**config.mk**
```make
export PLATFORM = sky130hd
export DESIGN_NAME = tlb_lru_lookup_fill_flush_top
export DESIGN_NICKNAME = d
export VERILOG_FILES = /design/src/rtl/tlbl_pkg.sv /design/src/rtl/tlbl_ctrl.sv /design/src/rtl/tlbl_dp.sv /design/src/rtl/tlb_lru_lookup_fill_flush_top.sv
export SDC_FILE = /design/constraint.sdc
export NUM_CORES = 1
export LEC_CHECK = 0
export ABC_AREA = 1
export BUFFER_PORTS_ARGS = -buffer_cell sky130_fd_sc_hd__buf_2
export CELL_PAD_IN_SITES_DETAIL_PLACEMENT = 1
export CELL_PAD_IN_SITES_GLOBAL_PLACEMENT = 2
export CORE_MARGIN = 2
export CORE_UTILIZATION = 41
export CTS_CLUSTER_DIAMETER = 200
export DETAILED_ROUTE_END_ITERATION = 12
export GPL_ROUTABILITY_DRIVEN = 0
export PLACE_DENSITY_LB_ADDON = 0.1
export SYNTH_ARGS = -nofsm -noshare
export SYNTH_HDL_FRONTEND = slang
export SYNTH_SLANG_ARGS = --single-unit
```
**constraint.sdc**
```tcl
create_clock -name clk -period 7.69 [get_ports clk]
set_input_delay 2.307 -clock clk [delete_from_list [all_inputs] [get_ports clk]]
set_output_delay 2.307 -clock clk [all_outputs]
set_load 0.02 [all_outputs]
```
**src/rtl/tlbl_pkg.sv**
```systemverilog
// Shared constants, request codes and control types of the translation buffer.
package tlbl_pkg;

	localparam int ENTRIES = 4;
	localparam int IDX_W   = (ENTRIES > 1) ? $clog2(ENTRIES) : 1;
	localparam int OCC_W   = $clog2(ENTRIES + 1);
	localparam int PAGE_W  = 10;
	localparam int OFF_W   = 12;
	localparam int FRAME_W = 8;
	localparam int PA_W    = FRAME_W + OFF_W;
	localparam int REQ_W   = 2;

	localparam logic [REQ_W-1:0] REQ_LOOKUP = 2'd0;
	localparam logic [REQ_W-1:0] REQ_FILL   = 2'd1;
	localparam logic [REQ_W-1:0] REQ_FLUSH  = 2'd2;

	typedef logic [PAGE_W-1:0]  page_t;
	typedef logic [FRAME_W-1:0] frame_t;
	typedef logic [IDX_W-1:0]   idx_t;
	typedef logic [OCC_W-1:0]   occ_t;

	// Commands from the controller to the datapath.
	typedef struct packed {
		logic load;     // capture the request beat
		logic compare;  // register the tag match and LRU search
		logic update;   // commit the entry update and the result
	} cmd_t;

endpackage

```
**src/rtl/tlbl_ctrl.sv**
```systemverilog
// Controller state machine: request handshake, step sequencing, result handshake.
module tlbl_ctrl (
	input  logic           clk,
	input  logic           arst_n,
	input  logic           in_valid,
	output logic           in_ready,
	output logic           out_valid,
	input  logic           out_ready,
	output tlbl_pkg::cmd_t cmd
);
	import tlbl_pkg::*;

	localparam logic [1:0] ST_IDLE = 2'd0;
	localparam logic [1:0] ST_CMP  = 2'd1;
	localparam logic [1:0] ST_UPD  = 2'd2;
	localparam logic [1:0] ST_OUT  = 2'd3;

	logic [1:0] state_q;
	logic [1:0] state_n;

	always_comb begin
		state_n     = state_q;
		in_ready    = 1'b0;
		out_valid   = 1'b0;
		cmd         = '0;
		unique case (state_q)
			ST_IDLE: begin
				in_ready = 1'b1;
				if (in_valid) begin
					cmd.load = 1'b1;
					state_n  = ST_CMP;
				end
			end
			ST_CMP: begin
				cmd.compare = 1'b1;
				state_n     = ST_UPD;
			end
			ST_UPD: begin
				cmd.update = 1'b1;
				state_n    = ST_OUT;
			end
			ST_OUT: begin
				out_valid = 1'b1;
				if (out_ready) begin
					state_n = ST_IDLE;
				end
			end
			default: begin
				state_n = ST_IDLE;
			end
		endcase
	end

	always_ff @(posedge clk or negedge arst_n) begin
		if (!arst_n) begin
			state_q <= ST_IDLE;
		end else begin
			state_q <= state_n;
		end
	end

endmodule

```
**src/rtl/tlbl_dp.sv**
```systemverilog
// Datapath: entry registers, tag compare, LRU ranks and the result register.
module tlbl_dp (
	input  logic                        clk,
	input  logic                        arst_n,
	input  tlbl_pkg::cmd_t              cmd,
	input  logic [tlbl_pkg::REQ_W-1:0]  req_type,
	input  tlbl_pkg::page_t             virt_page,
	input  logic [tlbl_pkg::OFF_W-1:0]  page_offset,
	input  tlbl_pkg::frame_t            fill_frame,
	output logic                        hit,
	output tlbl_pkg::frame_t            frame_out,
	output logic [tlbl_pkg::PA_W-1:0]   physical_address,
	output logic                        evicted_valid,
	output tlbl_pkg::page_t             evicted_page,
	output logic                        flushed,
	output tlbl_pkg::occ_t              occupancy
);
	import tlbl_pkg::*;

	// Captured request.
	logic [REQ_W-1:0] req_q;
	page_t            page_q;
	logic [OFF_W-1:0] off_q;
	frame_t           fill_q;

	// Entry store; valid entries always sit in slots below cnt_q.
	page_t  pg_q [ENTRIES];
	frame_t fr_q [ENTRIES];
	idx_t   rk_q [ENTRIES];
	occ_t   cnt_q;

	// Compare step results.
	logic hit_s1;
	idx_t slot_s1;
	idx_t lru_s1;

	logic hit_c;
	idx_t slot_c;
	idx_t lru_c;
	logic lru_found;

	// Next state and result of the update step.
	page_t  pg_n [ENTRIES];
	frame_t fr_n [ENTRIES];
	idx_t   rk_n [ENTRIES];
	occ_t   cnt_n;
	logic   r_hit;
	frame_t r_frame;
	logic   r_ev;
	page_t  r_evp;
	logic   r_fl;
	logic   do_touch;
	idx_t   tgt;
	idx_t   old_rk;
	idx_t   src_rk;
	idx_t   gone_rk;
	int     sidx;

	always_ff @(posedge clk) begin
		if (cmd.load) begin
			req_q  <= req_type;
			page_q <= virt_page;
			off_q  <= page_offset;
			fill_q <= fill_frame;
		end
	end

	// Lowest matching valid slot, and lowest slot holding the oldest rank.
	always_comb begin
		hit_c     = 1'b0;
		slot_c    = '0;
		lru_found = 1'b0;
		lru_c     = '0;
		for (int i = 0; i < ENTRIES; i++) begin
			if (!hit_c && (OCC_W'(i) < cnt_q) && (pg_q[i] == page_q)) begin
				hit_c  = 1'b1;
				slot_c = IDX_W'(i);
			end
			if (!lru_found && (rk_q[i] == '0)) begin
				lru_found = 1'b1;
				lru_c     = IDX_W'(i);
			end
		end
	end

	always_ff @(posedge clk) begin
		if (cmd.compare) begin
			hit_s1  <= hit_c;
			slot_s1 <= slot_c;
			lru_s1  <= lru_c;
		end
	end

	always_comb begin
		pg_n     = pg_q;
		fr_n     = fr_q;
		rk_n     = rk_q;
		cnt_n    = cnt_q;
		r_hit    = 1'b0;
		r_frame  = '0;
		r_ev     = 1'b0;
		r_evp    = '0;
		r_fl     = 1'b0;
		do_touch = 1'b0;
		tgt      = slot_s1;
		old_rk   = '0;
		src_rk   = '0;
		gone_rk  = rk_q[slot_s1];
		sidx     = 0;
		case (req_q)
			REQ_LOOKUP: begin
				if (hit_s1) begin
					r_hit    = 1'b1;
					r_frame  = fr_q[slot_s1];
					do_touch = 1'b1;
				end
			end
			REQ_FILL: begin
				r_frame = fill_q;
				if (hit_s1) begin
					fr_n[slot_s1] = fill_q;
					do_touch      = 1'b1;
				end else if (cnt_q < OCC_W'(ENTRIES)) begin
					pg_n[cnt_q[IDX_W-1:0]] = page_q;
					fr_n[cnt_q[IDX_W-1:0]] = fill_q;
					rk_n[cnt_q[IDX_W-1:0]] = cnt_q[IDX_W-1:0];
					cnt_n                  = cnt_q + OCC_W'(1);
				end else begin
					r_ev         = 1'b1;
					r_evp        = pg_q[lru_s1];
					pg_n[lru_s1] = page_q;
					fr_n[lru_s1] = fill_q;
					tgt          = lru_s1;
					do_touch     = 1'b1;
				end
			end
			REQ_FLUSH: begin
				if (hit_s1) begin
					r_fl  = 1'b1;
					cnt_n = cnt_q - OCC_W'(1);
					// Entries above the removed slot move down one place; ranks
					// above the removed rank close the gap.
					for (int i = 0; i < ENTRIES; i++) begin
						sidx = i;
						if ((i < ENTRIES - 1) && (IDX_W'(i) >= slot_s1)) begin
							sidx = i + 1;
						end
						pg_n[i] = pg_q[sidx];
						fr_n[i] = fr_q[sidx];
						src_rk  = rk_q[sidx];
						rk_n[i] = (src_rk > gone_rk) ? src_rk - IDX_W'(1) : src_rk;
					end
				end
			end
			default: begin
			end
		endcase
		if (do_touch) begin
			old_rk = rk_q[tgt];
			for (int i = 0; i < ENTRIES; i++) begin
				if ((OCC_W'(i) < cnt_q) && (rk_q[i] > old_rk)) begin
					rk_n[i] = rk_q[i] - IDX_W'(1);
				end
			end
			rk_n[tgt] = IDX_W'(cnt_q - OCC_W'(1));
		end
	end

	always_ff @(posedge clk) begin
		if (cmd.update) begin
			pg_q             <= pg_n;
			fr_q             <= fr_n;
			rk_q             <= rk_n;
			hit              <= r_hit;
			frame_out        <= r_frame;
			physical_address <= r_hit ? {r_frame, off_q} : '0;
			evicted_valid    <= r_ev;
			evicted_page     <= r_evp;
			flushed          <= r_fl;
			occupancy        <= cnt_n;
		end
	end

	always_ff @(posedge clk or negedge arst_n) begin
		if (!arst_n) begin
			cnt_q <= '0;
		end else if (cmd.update) begin
			cnt_q <= cnt_n;
		end
	end

endmodule

```
**src/rtl/tlb_lru_lookup_fill_flush_top.sv**
```systemverilog
// Top level of the fully associative translation buffer with LRU replacement.
// The buffer holds four entries in flip-flops and serves one request at a time:
// a beat is taken when in_valid and in_ready are high, the tag compare runs in
// the next cycle, the entry and rank update with the result register in the
// cycle after that, and the result beat is then offered on out_valid until it
// is taken; a request passes through the capture, compare, update and result
// steps of the controller. Lookups return the frame and the physical address
// on a hit, fills overwrite a matching entry, install a new one or evict the
// least recently used entry, flushes remove a hit entry and compact the store.
// Every request, including the unused code, produces exactly one result beat.
module tlb_lru_lookup_fill_flush_top (
	input  logic                        clk,
	input  logic                        arst_n,
	input  logic                        in_valid,
	output logic                        in_ready,
	input  logic [tlbl_pkg::REQ_W-1:0]  req_type,
	input  tlbl_pkg::page_t             virt_page,
	input  logic [tlbl_pkg::OFF_W-1:0]  page_offset,
	input  tlbl_pkg::frame_t            fill_frame,
	output logic                        out_valid,
	input  logic                        out_ready,
	output logic                        hit,
	output tlbl_pkg::frame_t            frame_out,
	output logic [tlbl_pkg::PA_W-1:0]   physical_address,
	output logic                        evicted_valid,
	output tlbl_pkg::page_t             evicted_page,
	output logic                        flushed,
	output tlbl_pkg::occ_t              occupancy
);
	import tlbl_pkg::*;

	cmd_t cmd;

	tlbl_ctrl u_ctrl (
		.clk       (clk),
		.arst_n    (arst_n),
		.in_valid  (in_valid),
		.in_ready  (in_ready),
		.out_valid (out_valid),
		.out_ready (out_ready),
		.cmd       (cmd)
	);

	tlbl_dp u_dp (
		.clk              (clk),
		.arst_n           (arst_n),
		.cmd              (cmd),
		.req_type         (req_type),
		.virt_page        (virt_page),
		.page_offset      (page_offset),
		.fill_frame       (fill_frame),
		.hit              (hit),
		.frame_out        (frame_out),
		.physical_address (physical_address),
		.evicted_valid    (evicted_valid),
		.evicted_page     (evicted_page),
		.flushed          (flushed),
		.occupancy        (occupancy)
	);

endmodule

```
==> summary.md, run 1 <==
| Metric | Value |
|---|---|
| Vias after detailed routing | `7,083` |
| DRT Pass-1 Iters | `4` |
| CP required | `roughly 5.4 ns` |
| Tightest Hold Check Type | `reg2reg` |
| DR vias/cell | `5.40` |
| Initial antenna violation count | `0` |
| Async set or reset register ratio after synthesis | `3.01%` |
| CTS clk-pin slew, worst paths | `roughly 0.080 ns` |
| Area delta synth->final | `14.6%` |
| Final Net Count | `approximately 1,100` |
| Total gr overflow | `0` |
| Crit path DAT | `approximately 1.4 ns` |
| Die Y | `about 150 um` |
| Cells resized by post-CTS repair | `0` |
| Crit Path Class | `reg2out` |
| Clk root buf | `clkbuf_16` |
| VDD IR max | `~0.17 mV` |
| Routed wire length | `about 27 mm` |
| H-tree lvl count | `4` |
| Max Slew Vio Count | `0` |
| Clk sinks | `roughly 170` |
| Remaining DRCs | `0` |
| RSZ-0062 raised after global routing | `false` |
| Worst setup SP type | `flop` |
| Initial DRC Count | `between 400 and 500` |
| Worst skew pair latency | `around 0.44 ns` |
| Setup ws final | `roughly 4 ns` |
| First-pass GRT wire length | `between 40 and 50 mm` |
| Share of cells above drive strength 1 | `a little over an eighth` |
| Mapped Cells | `955` |
| Ports | `between 80 and 90` |
| Syn Nets | `1,023` |
| GRT Total Usage | `around a quarter` |
| IO Port Bufs | `81` |
| Post-Route Setup TNS | `0 ns` |
| Final setup fails | `0` |
| Setup WS pre-CTS | `4.07 ns` |
| Die area | `between 20,000 and 25,000 um2` |
| Crit path time final | `roughly 3.7 ns` |
| Highest fanout seen on the critical path | `4` |
| Sequential area share after synthesis | `between 50 and 60%` |
| Leakage power | `4.23 nW` |
| # hold bufs at CTS | `0` |
| Post-synth EDFFs | `around 160` |
| Post-DP HPWL | `about 19 mm` |
| Mapped Avg Cell Area | `roughly 9.3 um2` |
| Slew @ Worst Pin | `~1.1 ns` |
| Slew HR | `23.8%` |
| Crit end category | `output port` |
| CTS Buffer Depth | `2` |
| Synthesized cell area | `about 8900 um2` |
| CTS tree | `done` |
| Site Rows | `53` |
| WL per Instance | `20.5 um` |
| Chip Width | `between 150 and 200 um` |
| Placeable Area | `~21,000 um2` |
| Commonest non-fill, non-tap cell in the layout | `nand2_1` |
| Antenna Violating Nets Remaining | `0` |
| # diodes | `0` |
| Initial core utilization | `42.0%` |
| Flops & latches, synth | `between 150 and 200` |
| Largest net degree at the start of global routing | `between 40 and 50` |
| Vias in the first global route | `roughly 7,200` |
| Post CTS Setup Buffer Count | `0` |
| Final hold vios | `0` |
| Most frequent cells in the layout | `218 x nand2_1, 161 x edfxtp_1, 114 x inv_1` |
| Pwr Density | `around 400 nW/um2` |
| Synth warn | `0` |
| CTS Buf Count | `17` |
| Worst Skew | `approximately 0.013 ns` |
| Power, Total | `about 4.0 mW` |
| Outcome | `complete, no violations` |
| Achievable Freq | `between 200 and 300 MHz` |
| Netlist cell types | `35` |
| Crit share post-route | `around half` |
| # Max-Cap Violations | `0` |
| Ys flop type | `edfxtp_1` |
==> cell families after synthesis <==
kind of cell	share of synthesized area (%)
compound gates	13.1
xor+xnor	2.36
simple gates	16.9
flops	55.8
fa+ha+maj	4.50
buf+inv	7.32
==> critical path, stage by stage (launching register included) <==
cell     delay [ns]
dfrtp_1        0.41
inv_1          0.16
ha_1           0.24
buf_2          0.19
==> power by group <==
group          switching, mW  internal, mW
combinational           1.19         0.501
clock                  0.452         0.448
sequential             0.164          1.29
total                   1.80          2.24
==> state kept, by name, indices dropped and copies added, names as in the netlist <==
register / cells
u_dp.rk_q: 8
u_dp.pg_q: 40
u_dp.evicted_page: 10
u_dp.occupancy: 3
u_dp.fill_q: 8
u_dp.hit_s1: 1
u_dp.hit: 1
u_dp.physical_address: 20
u_dp.cnt_q: 3
u_dp.flushed: 1
u_dp.evicted_valid: 1
u_dp.fr_q: 32
u_dp.frame_out: 8
u_dp.off_q: 12
u_dp.slot_s1: 2
u_dp.req_q: 2
u_ctrl.state_q: 2
u_dp.page_q: 10
u_dp.lru_s1: 2
==> cell type report <==
cell class              instances  area, um2
multi-input cells             624       3310
flip-flops and latches        166       4960
repair buffers                 91        480
clock buffers                  17        425
inverters                     124        465
clock inverters                15        205
fillers                      2486      11000
well taps                     275        344
==> per-stage QoR <==
stage	hold WS, ns	utilization [%]	instances	instance area, um2
after global routing	0.582	48.2	1312	10200
final	0.551	48.2	1312	10200
after CTS	0.546	48.2	1312	10200
after floorplan	0.519	-	955	8890
after global placement	0.521	45.2	1280	9560
after detailed placement	0.535	45.2	1280	9560
==> cell usage after synthesis (2+ instances only) <==
cell type	number	area, um2
nand3b_1	3	22.5
buf_4	2	15.0
dfrtp_1	5	125
clkinv_1	6	22.5
a221oi_1	19	166
edfxtp_1	161	4830
o21ai_1	3	15.0
ha_1	32	400
nand2_2	5	31.3
nand2_1	218	818
nor2_1	78	293
inv_1	114	428
clkbuf_1	24	90.1
nor3_1	6	30.0
o21ai_0	75	375
a21oi_1	46	230
o21bai_1	4	30.0
inv_2	4	15.0
o21ai_2	3	26.3
nand3_1	49	245
buf_2	13	65.1
o211ai_1	4	30.0
nor2_2	2	12.5
nand4_1	7	43.8
xnor2_1	16	140
xor2_1	8	70.1
o22ai_1	38	238
a211oi_1	3	22.5
==> worst paths after layout <==
check / slack, ns / startpoint / cells past startpoint / to
worst max-delay path: 3.96 / u_ctrl.state_q[0] / 3 / in_ready
min in group asynchronous: 1.68 / arst_n / 1 / u_ctrl.state_q[0]
worst max register to register: 4.01 / u_dp.req_q[1] / 17 / u_dp.rk_q[6]
worst min-delay path: 0.55 / u_dp.off_q[9] / 2 / u_dp.physical_address[9]
max in group asynchronous: 5.87 / arst_n / 1 / u_dp.cnt_q[2]
worst min register to register: 0.55 / u_dp.off_q[9] / 2 / u_dp.physical_address[9]
==> metal layers <==
layer | vias up | global-route usage, % | part of all wire [%]
met5 | - | 0 | 0
met4 | 0 | 7.85 | 2.0
met3 | 28 | 4.01 | 5.1
met2 | 171 | 41.6 | 49
met1 | 3462 | 32.2 | 44
li1 | 3422 | - | -
Power figures use the tool's default switching activity.
==> run 2, diff against run 1 <==
--- a/config.mk
+++ b/config.mk
@@ -10,7 +10,7 @@
 export CELL_PAD_IN_SITES_DETAIL_PLACEMENT = 1
 export CELL_PAD_IN_SITES_GLOBAL_PLACEMENT = 2
 export CORE_MARGIN = 2
-export CORE_UTILIZATION = 41
+export CORE_UTILIZATION = 38
 export CTS_CLUSTER_DIAMETER = 200
 export DETAILED_ROUTE_END_ITERATION = 12
 export GPL_ROUTABILITY_DRIVEN = 0
==> constraint.sdc (replaced) <==
create_clock -name clk -period 3.7 [get_ports clk]
set_input_delay 1.11 -clock clk [delete_from_list [all_inputs] [get_ports clk]]
set_output_delay 1.11 -clock clk [all_outputs]
set_load 0.02 [all_outputs]
==> run 2 against run 1 <==
Net effect: via count is 1.8% higher; register-to-register slack got worse by 3.5 ns; routed wire length increased by 4.7%; sequential share of layout area shrank 0.85 points; critical endpoint is now u_dp.rk_q[1]; largest power group unchanged; cell count is 4.3% higher; die area up 7.7%; power grew 110%.
==> summary.md, run 2 (synthesis results as in run 1) <==
| Metric | Value |
|---|---|
| Outcome | `complete, no violations` |
| Chip Width | `157 um (+3.8%)` |
| Largest net degree at the start of global routing | `63 (+43%)` |
| Pwr Density | `830 nW/um2 (+110%)` |
| CP required | `3.89 ns (-1.49 ns)` |
| CP Buf/Inv Count | `2 (unchanged)` |
| Remaining DRCs | `0 (unchanged)` |
| Slew @ Worst Pin | `1.07 ns (-0.0676 ns)` |
| DR vias/cell | `5.27 (-2.4%)` |
| Setup WS pre-CTS | `0.554 ns (-3.52 ns)` |
| Ports | `82 (unchanged)` |
| Initial antenna violation count | `0 (unchanged)` |
| Most frequent cells in the layout | `218 x nand2_1, 161 x edfxtp_1, 114 x inv_1` |
| Cells resized by post-CTS repair | `0 (unchanged)` |
| Placeable Area | `22,800 um2 (+7.7%)` |
| Final Net Count | `1,110 (+1.6%)` |
| Largest Register | `u_dp.pg_q` |
| Antenna Violating Nets Remaining | `0 (unchanged)` |
| Share of cells above drive strength 1 | `15.0% (+1.5 points)` |
| Routed wire length | `28.1 mm (+4.7%)` |
| CTS Buffer Depth | `2 (unchanged)` |
| Max reg flops | `40 (unchanged)` |
| Setup ws final | `0.540 ns (-3.42 ns)` |
| Initial DRC Count | `464 (-1.5%)` |
| RSZ-0062 raised after global routing | `false` |
| Clk root buf | `clkbuf_16` |
| Max Slew Vio Count | `0 (unchanged)` |
| CTS clk-pin slew, worst paths | `0.08 ns (about the same)` |
| Final hold vios | `0 (unchanged)` |
| Area delta synth->final | `16.6%` |
| Cell family with the largest share of critical-path delay | `compound AO/OA/AOI/OAI gates` |
| Worst skew pair latency | `0.44 ns (about the same)` |
| Fillers | `2,642 (+6.3%)` |
| Leakage power | `4.32 nW (+2.2%)` |
| DRT Pass-1 Iters | `5 (+1)` |
| Slew HR | `28.5% (+4.7 points)` |
| FF-to-FF setup slack | `0.54 ns (-3.47 ns)` |
| Worst Skew | `0.0225 ns (+0.00968 ns)` |
| H-tree lvl count | `4 (unchanged)` |
| Crit path top cell by count | `nand2_1` |
| Vias in the first global route | `7,557 (+4.3%)` |
| Crit share post-route | `a little under nine tenths` |
| Clk sinks | `166 (unchanged)` |
| Initial core utilization | `39.0% (-3.0 points)` |
| # diodes | `0 (unchanged)` |
| CTS Buf Count | `17 (unchanged)` |
| # hold bufs at CTS | `0 (unchanged)` |
| Highest fanout seen on the critical path | `13 (+9)` |
| Achievable Freq | `around 320 MHz` |
| RR Startpoint | `u_dp.req_q[1]` |
| Critical Path Start | `u_dp.req_q[1]` |
| Slowest stage delay, CP | `0.41 ns (about the same)` |
| Post-DP HPWL | `19.4 mm (+2.9%)` |
| Critical-path cell list | `inv_1 -> ha_1 -> buf_4 -> nand2_2 -> nor2_2 -> nand2_1 -> nand2_1 -> nand2_2 -> o2111ai_1 -> ha_1 -> a21oi_1 -> o21ai_0 -> o21ai_0 -> nand2_1 -> nor2_1 -> a21oi_1` |
| Worst setup SP type | `flop` |
| Final setup fails | `0 (unchanged)` |
| Crit path DAT | `3.35 ns (+1.92 ns)` |
| Site Rows | `55 (+3.8%)` |
| Tightest Hold Check Type | `in2async` |
| GRT Total Usage | `24.0% (-0.52 points)` |
| Commonest non-fill, non-tap cell in the layout | `nand2_1` |
| WL per Instance | `20.6 um (+0.38%)` |
| Biggest regs | `u_dp.pg_q x40, u_dp.fr_q x32, u_dp.physical_address x20` |
| CTS tree | `done` |
| Slowest-stage cell, CP | `o2111ai_1` |
| Crit path time final | `approximately 3.2 ns` |
| Post CTS Setup Buffer Count | `0 (unchanged)` |
| First-pass GRT wire length | `43.9 mm (+6.2%)` |
| Die Y | `157 um (+3.8%)` |
| Crit Path Class | `reg2reg` |
| IO Port Bufs | `81 (unchanged)` |
| Crit end category | `flop` |
| Vias after detailed routing | `7,208 (+1.8%)` |
| Post-Route Setup TNS | `0 ns (unchanged)` |
| Total gr overflow | `0 (unchanged)` |
| Die area | `24,600 um2 (+7.7%)` |
| # Max-Cap Violations | `0 (unchanged)` |
| VDD IR max | `0.344 mV (+98%)` |
-- run 2: cell count changes in the layout (fill, tap and decap cells not counted), sizes merged --
cell,change
bufinv,+1
buf,+18
clkinv,-3
inv,+2
-- run 2: layer usage --
metal | global-route usage (%) | vias up | routed length [um]
li1 | - | 3456 | -
met1 | 31.7 | 3542 | 12500
met2 | 40.7 | 182 | 13700
met3 | 3.58 | 28 | 1310
met4 | 7.82 | 0 | 552
met5 | 0 | - | 0
-- run 2: path summary, 6_finish.rpt --
kind	to	cells past startpoint
worst max-delay path	u_dp.rk_q[1]	16
worst min-delay path	u_ctrl.state_q[0]	1
worst max register to register	u_dp.rk_q[1]	16
worst min register to register	u_dp.physical_address[4]	2
max in group asynchronous	u_dp.cnt_q[2]	1
min in group clk	u_dp.physical_address[4]	2
-- run 2: per-stage QoR --
stage / cells / hold WS, ns / cell area (um2) / power (mW) / utilization [%]
after CTS: 1368 / 0.463 / 10400 / 8.69 / 45.5
after detailed placement: 1336 / 0.536 / 9740 / 6.77 / 42.8
after floorplan: 955 / 0.519 / 8890 / 5.38 / -
final: 1368 / 0.485 / 10400 / 8.61 / 45.5
after global routing: 1368 / 0.480 / 10400 / 9.24 / 45.5
after global placement: 1336 / 0.524 / 9740 / 6.70 / 42.8
-- run 2: power by group --
group          switching [mW]  internal (mW)  total (mW)
sequential              0.325           2.69        3.01
combinational            2.60           1.10        3.70
clock                   0.904          0.986        1.89
-- run 2: layout make-up --
type                       count  area (um2)  share of cell area (%)
inverter                     124         465                    4.49
multi-input combinational    624        3310                    31.9
tap                          313         392                    3.78
sequential                   166        4960                    47.8
clock buffer                  17         425                    4.10
clock inverter                15         204                    1.97
timing repair buffer         109         616                    5.94
-- run 2: worst reg2reg max path, delay by kind of cell (launching register included) --
family / cells / cell delay, ns
adders and majority gates: 2 / 0.51
and+or+nand+nor: 7 / 0.76
buffers and inverters: 2 / 0.31
AOI/OAI and AO/OA: 5 / 0.93
DFF: 1 / 0.40
==> run 3, diff against run 2 <==
--- a/config.mk
+++ b/config.mk
@@ -10,7 +10,8 @@
 export CELL_PAD_IN_SITES_DETAIL_PLACEMENT = 1
 export CELL_PAD_IN_SITES_GLOBAL_PLACEMENT = 2
 export CORE_MARGIN = 2
-export CORE_UTILIZATION = 38
+export CORE_UTILIZATION = 39
+export CTS_BUF_LIST = sky130_fd_sc_hd__clkbuf_4
 export CTS_CLUSTER_DIAMETER = 200
 export DETAILED_ROUTE_END_ITERATION = 12
 export GPL_ROUTABILITY_DRIVEN = 0
==> run 3 against run 2 <==
Net effect: utilization down 0.96 points; maximum frequency is 0.83% lower; setup slack worse by 0.026 ns; sequential power hardly changed; first-iteration DRC count is 13% lower; non-clock buffer count unchanged; die area shrank 2.5%; critical endpoint is now u_dp.rk_q[6].
==> summary.md, run 3 (synthesis results as in run 1) <==
| Metric | Value |
|---|---|
| Leakage power | `4.18 nW (-3.1%)` |
| Area delta synth->final | `12.8%` |
| Highest fanout seen on the critical path | `9 (-4)` |
| Slew HR | `30.1% (+1.6 points)` |
| VDD IR max | `0.267 mV (-22%)` |
| DRT Pass-1 Iters | `4 (-1)` |
| Die Y | `155 um (-1.3%)` |
| H-tree lvl count | `4 (unchanged)` |
| Total gr overflow | `0 (unchanged)` |
| Biggest regs | `u_dp.pg_q x40, u_dp.fr_q x32, u_dp.physical_address x20` |
| Die area | `24,000 um2 (-2.5%)` |
| Worst skew pair latency | `0.61 ns (+0.17 ns)` |
| Crit path top cell by count | `nand2_1` |
| Clk sinks | `166 (unchanged)` |
| Fillers | `2,672 (+1.1%)` |
| Cell family with the largest share of critical-path delay | `simple AND/OR/NAND/NOR gates` |
| Critical Path Start | `u_dp.req_q[1]` |
| Pwr Density | `778 nW/um2 (-6.3%)` |
| Crit Path Class | `reg2reg` |
| Power, Total | `7.80 mW (-9.4%)` |
| Slowest stage delay, CP | `0.42 ns (about the same)` |
| RSZ-0062 raised after global routing | `false` |
| Final hold vios | `0 (unchanged)` |
| Cells resized by post-CTS repair | `0 (unchanged)` |
| Slowest-stage cell, CP | `edfxtp_1` |
| Post-DP HPWL | `18.9 mm (-2.5%)` |
| Tightest Hold Check Type | `in2async` |
| Max reg flops | `40 (unchanged)` |
| Post-DP Area | `9700 um2 (-0.36%)` |
| # hold bufs at CTS | `0 (unchanged)` |
| Clk root buf | `clkbuf_4` |
| CTS Buffer Depth | `2 (unchanged)` |
| Crit path DAT | `3.54 ns (+0.19 ns)` |
| Vias after detailed routing | `7,125 (-1.2%)` |
| DR vias/cell | `5.31 (+0.76%)` |
| Remaining DRCs | `0 (unchanged)` |
| CTS tree | `done` |
| Crit end category | `flop` |
| Vias in the first global route | `7,392 (-2.2%)` |
| GRT Total Usage | `23.2% (-0.87 points)` |
| Placeable Area | `22,500 um2 (-1.2%)` |
| Ports | `82 (unchanged)` |
| Initial DRC Count | `406 (-13%)` |
| Most frequent cells in the layout | `218 x nand2_1, 161 x edfxtp_1, 114 x inv_1` |
| CP required | `4.05 ns (+0.16 ns)` |
| CTS clk-pin slew, worst paths | `0.17 ns (+0.09 ns)` |
| Final Instance Area | `10,000 um2 (-3.3%)` |
| Max Slew Vio Count | `0 (unchanged)` |
| Minimum hold slack | `0.297 ns (-0.188 ns)` |
| Worst setup SP type | `flop` |
| Largest Register | `u_dp.pg_q` |
| IO Port Bufs | `81 (unchanged)` |
| Initial antenna violation count | `1 (+1)` |
| Final setup fails | `0 (unchanged)` |
| Post CTS Setup Buffer Count | `0 (unchanged)` |
| Initial core utilization | `39.5% (+0.48 points)` |
| Site Rows | `55 (unchanged)` |
| Crit path time final | `3.19 ns (+0.0263 ns)` |
| Critical-path cell list | `inv_1 -> ha_1 -> nand3_1 -> nand2_1 -> nand2_1 -> nand2_2 -> inv_1 -> nand2_1 -> o2111ai_1 -> ha_1 -> inv_1 -> o21bai_1 -> nand3_1 -> a21oi_1 -> nand3b_1 -> nand2_1` |
| # Max-Cap Violations | `0 (unchanged)` |
| Chip Width | `155 um (-1.3%)` |
| First-pass GRT wire length | `42.1 mm (-4.1%)` |
| RR Startpoint | `u_dp.req_q[1]` |
| Final Net Count | `1,110 (unchanged)` |
| Antenna Violating Nets Remaining | `0 (unchanged)` |
| Routed wire length | `27.1 mm (-3.5%)` |
| Share of cells above drive strength 1 | `15.0% (unchanged)` |
| WL per Instance | `20.2 um (-1.6%)` |
| Slew @ Worst Pin | `1.05 ns (-0.0237 ns)` |
| CTS Buf Count | `17 (unchanged)` |
| Largest net degree at the start of global routing | `63 (unchanged)` |
| Achievable Freq | `314 MHz (-0.83%)` |
| Post-Route Setup TNS | `0 ns (unchanged)` |
| Crit share post-route | `86.1% (+0.71 points)` |
| Commonest non-fill, non-tap cell in the layout | `nand2_1` |
| Worst Skew | `0.0330 ns (+0.0105 ns)` |
| Outcome | `complete, no violations` |
| Layout Utilization | `44.6% (-0.96 points)` |
| CP Buf/Inv Count | `3 (+1)` |
run 3: cell types whose count changed in the layout (fill, tap and decap cells not counted):
| cell | previous run | this run |
|---|---|---|
| clkbuf_16 | 17 | 0 |
| clkbuf_4 | 0 | 17 |
| diode_2 | 0 | 2 |
| inv_12 | 1 | 3 |
| bufinv_16 | 1 | 0 |
| clkinv_4 | 1 | 2 |
| clkinv_8 | 5 | 4 |
| clkinvlp_4 | 1 | 0 |
run 3: path summary, 6_finish.rpt:
kind	endpoint	slack [ns]	cells after the start
min	u_ctrl.state_q[0]	0.30	1
min in group clk	u_dp.physical_address[7]	0.55	2
max in group asynchronous	u_dp.cnt_q[2]	3.26	1
max reg2reg	u_dp.rk_q[6]	0.51	16
min reg2reg	u_dp.physical_address[7]	0.55	2
max	u_dp.rk_q[6]	0.51	16
run 3: worst reg2reg max path, cell delays in order, from the launching register on:
cell and delay (ns):
edfxtp_1 0.42, inv_1 0.12, ha_1 0.23, nand3_1 0.35
nand2_1 0.15, nand2_1 0.11, nand2_2 0.14, inv_1 0.08
nand2_1 0.06, o2111ai_1 0.25, ha_1 0.39, inv_1 0.04
o21bai_1 0.12, nand3_1 0.12, a21oi_1 0.21, nand3b_1 0.13
nand2_1 0.05
run 3: layout make-up:
cell class	count	area, um2	area share (%)
inverters	124	465	4.64
well taps	285	357	3.56
multi-input cells	624	3310	33.0
clock buffers	17	128	1.27
clock inverters	15	191	1.91
diodes	2	5.00	0.0499
repair buffers	109	616	6.14
flip-flops and latches	166	4960	49.5
run 3: per-stage QoR:
step                setup slack (ns)  std cells
global placement               0.630       1308
finish                         0.514       1342
global route                   0.121       1342
floorplan                      0.169        955
CTS                            0.457       1340
detailed placement             0.489       1308
run 3: routing by layer:
layer | vias up | track usage (%) | share of wire (%)
met5 | - | 0 | 0
met1 | 3509 | 30.6 | 46
met3 | 32 | 3.62 | 3.4
li1 | 3461 | - | -
met4 | 0 | 7.01 | 1.9
met2 | 123 | 39.4 | 49
run 3: report_power, final:
part           switching [mW]  internal [mW]  total, mW
logic                    2.54           1.09       3.63
registers               0.319           2.68       3.00
clock network           0.826          0.336       1.16
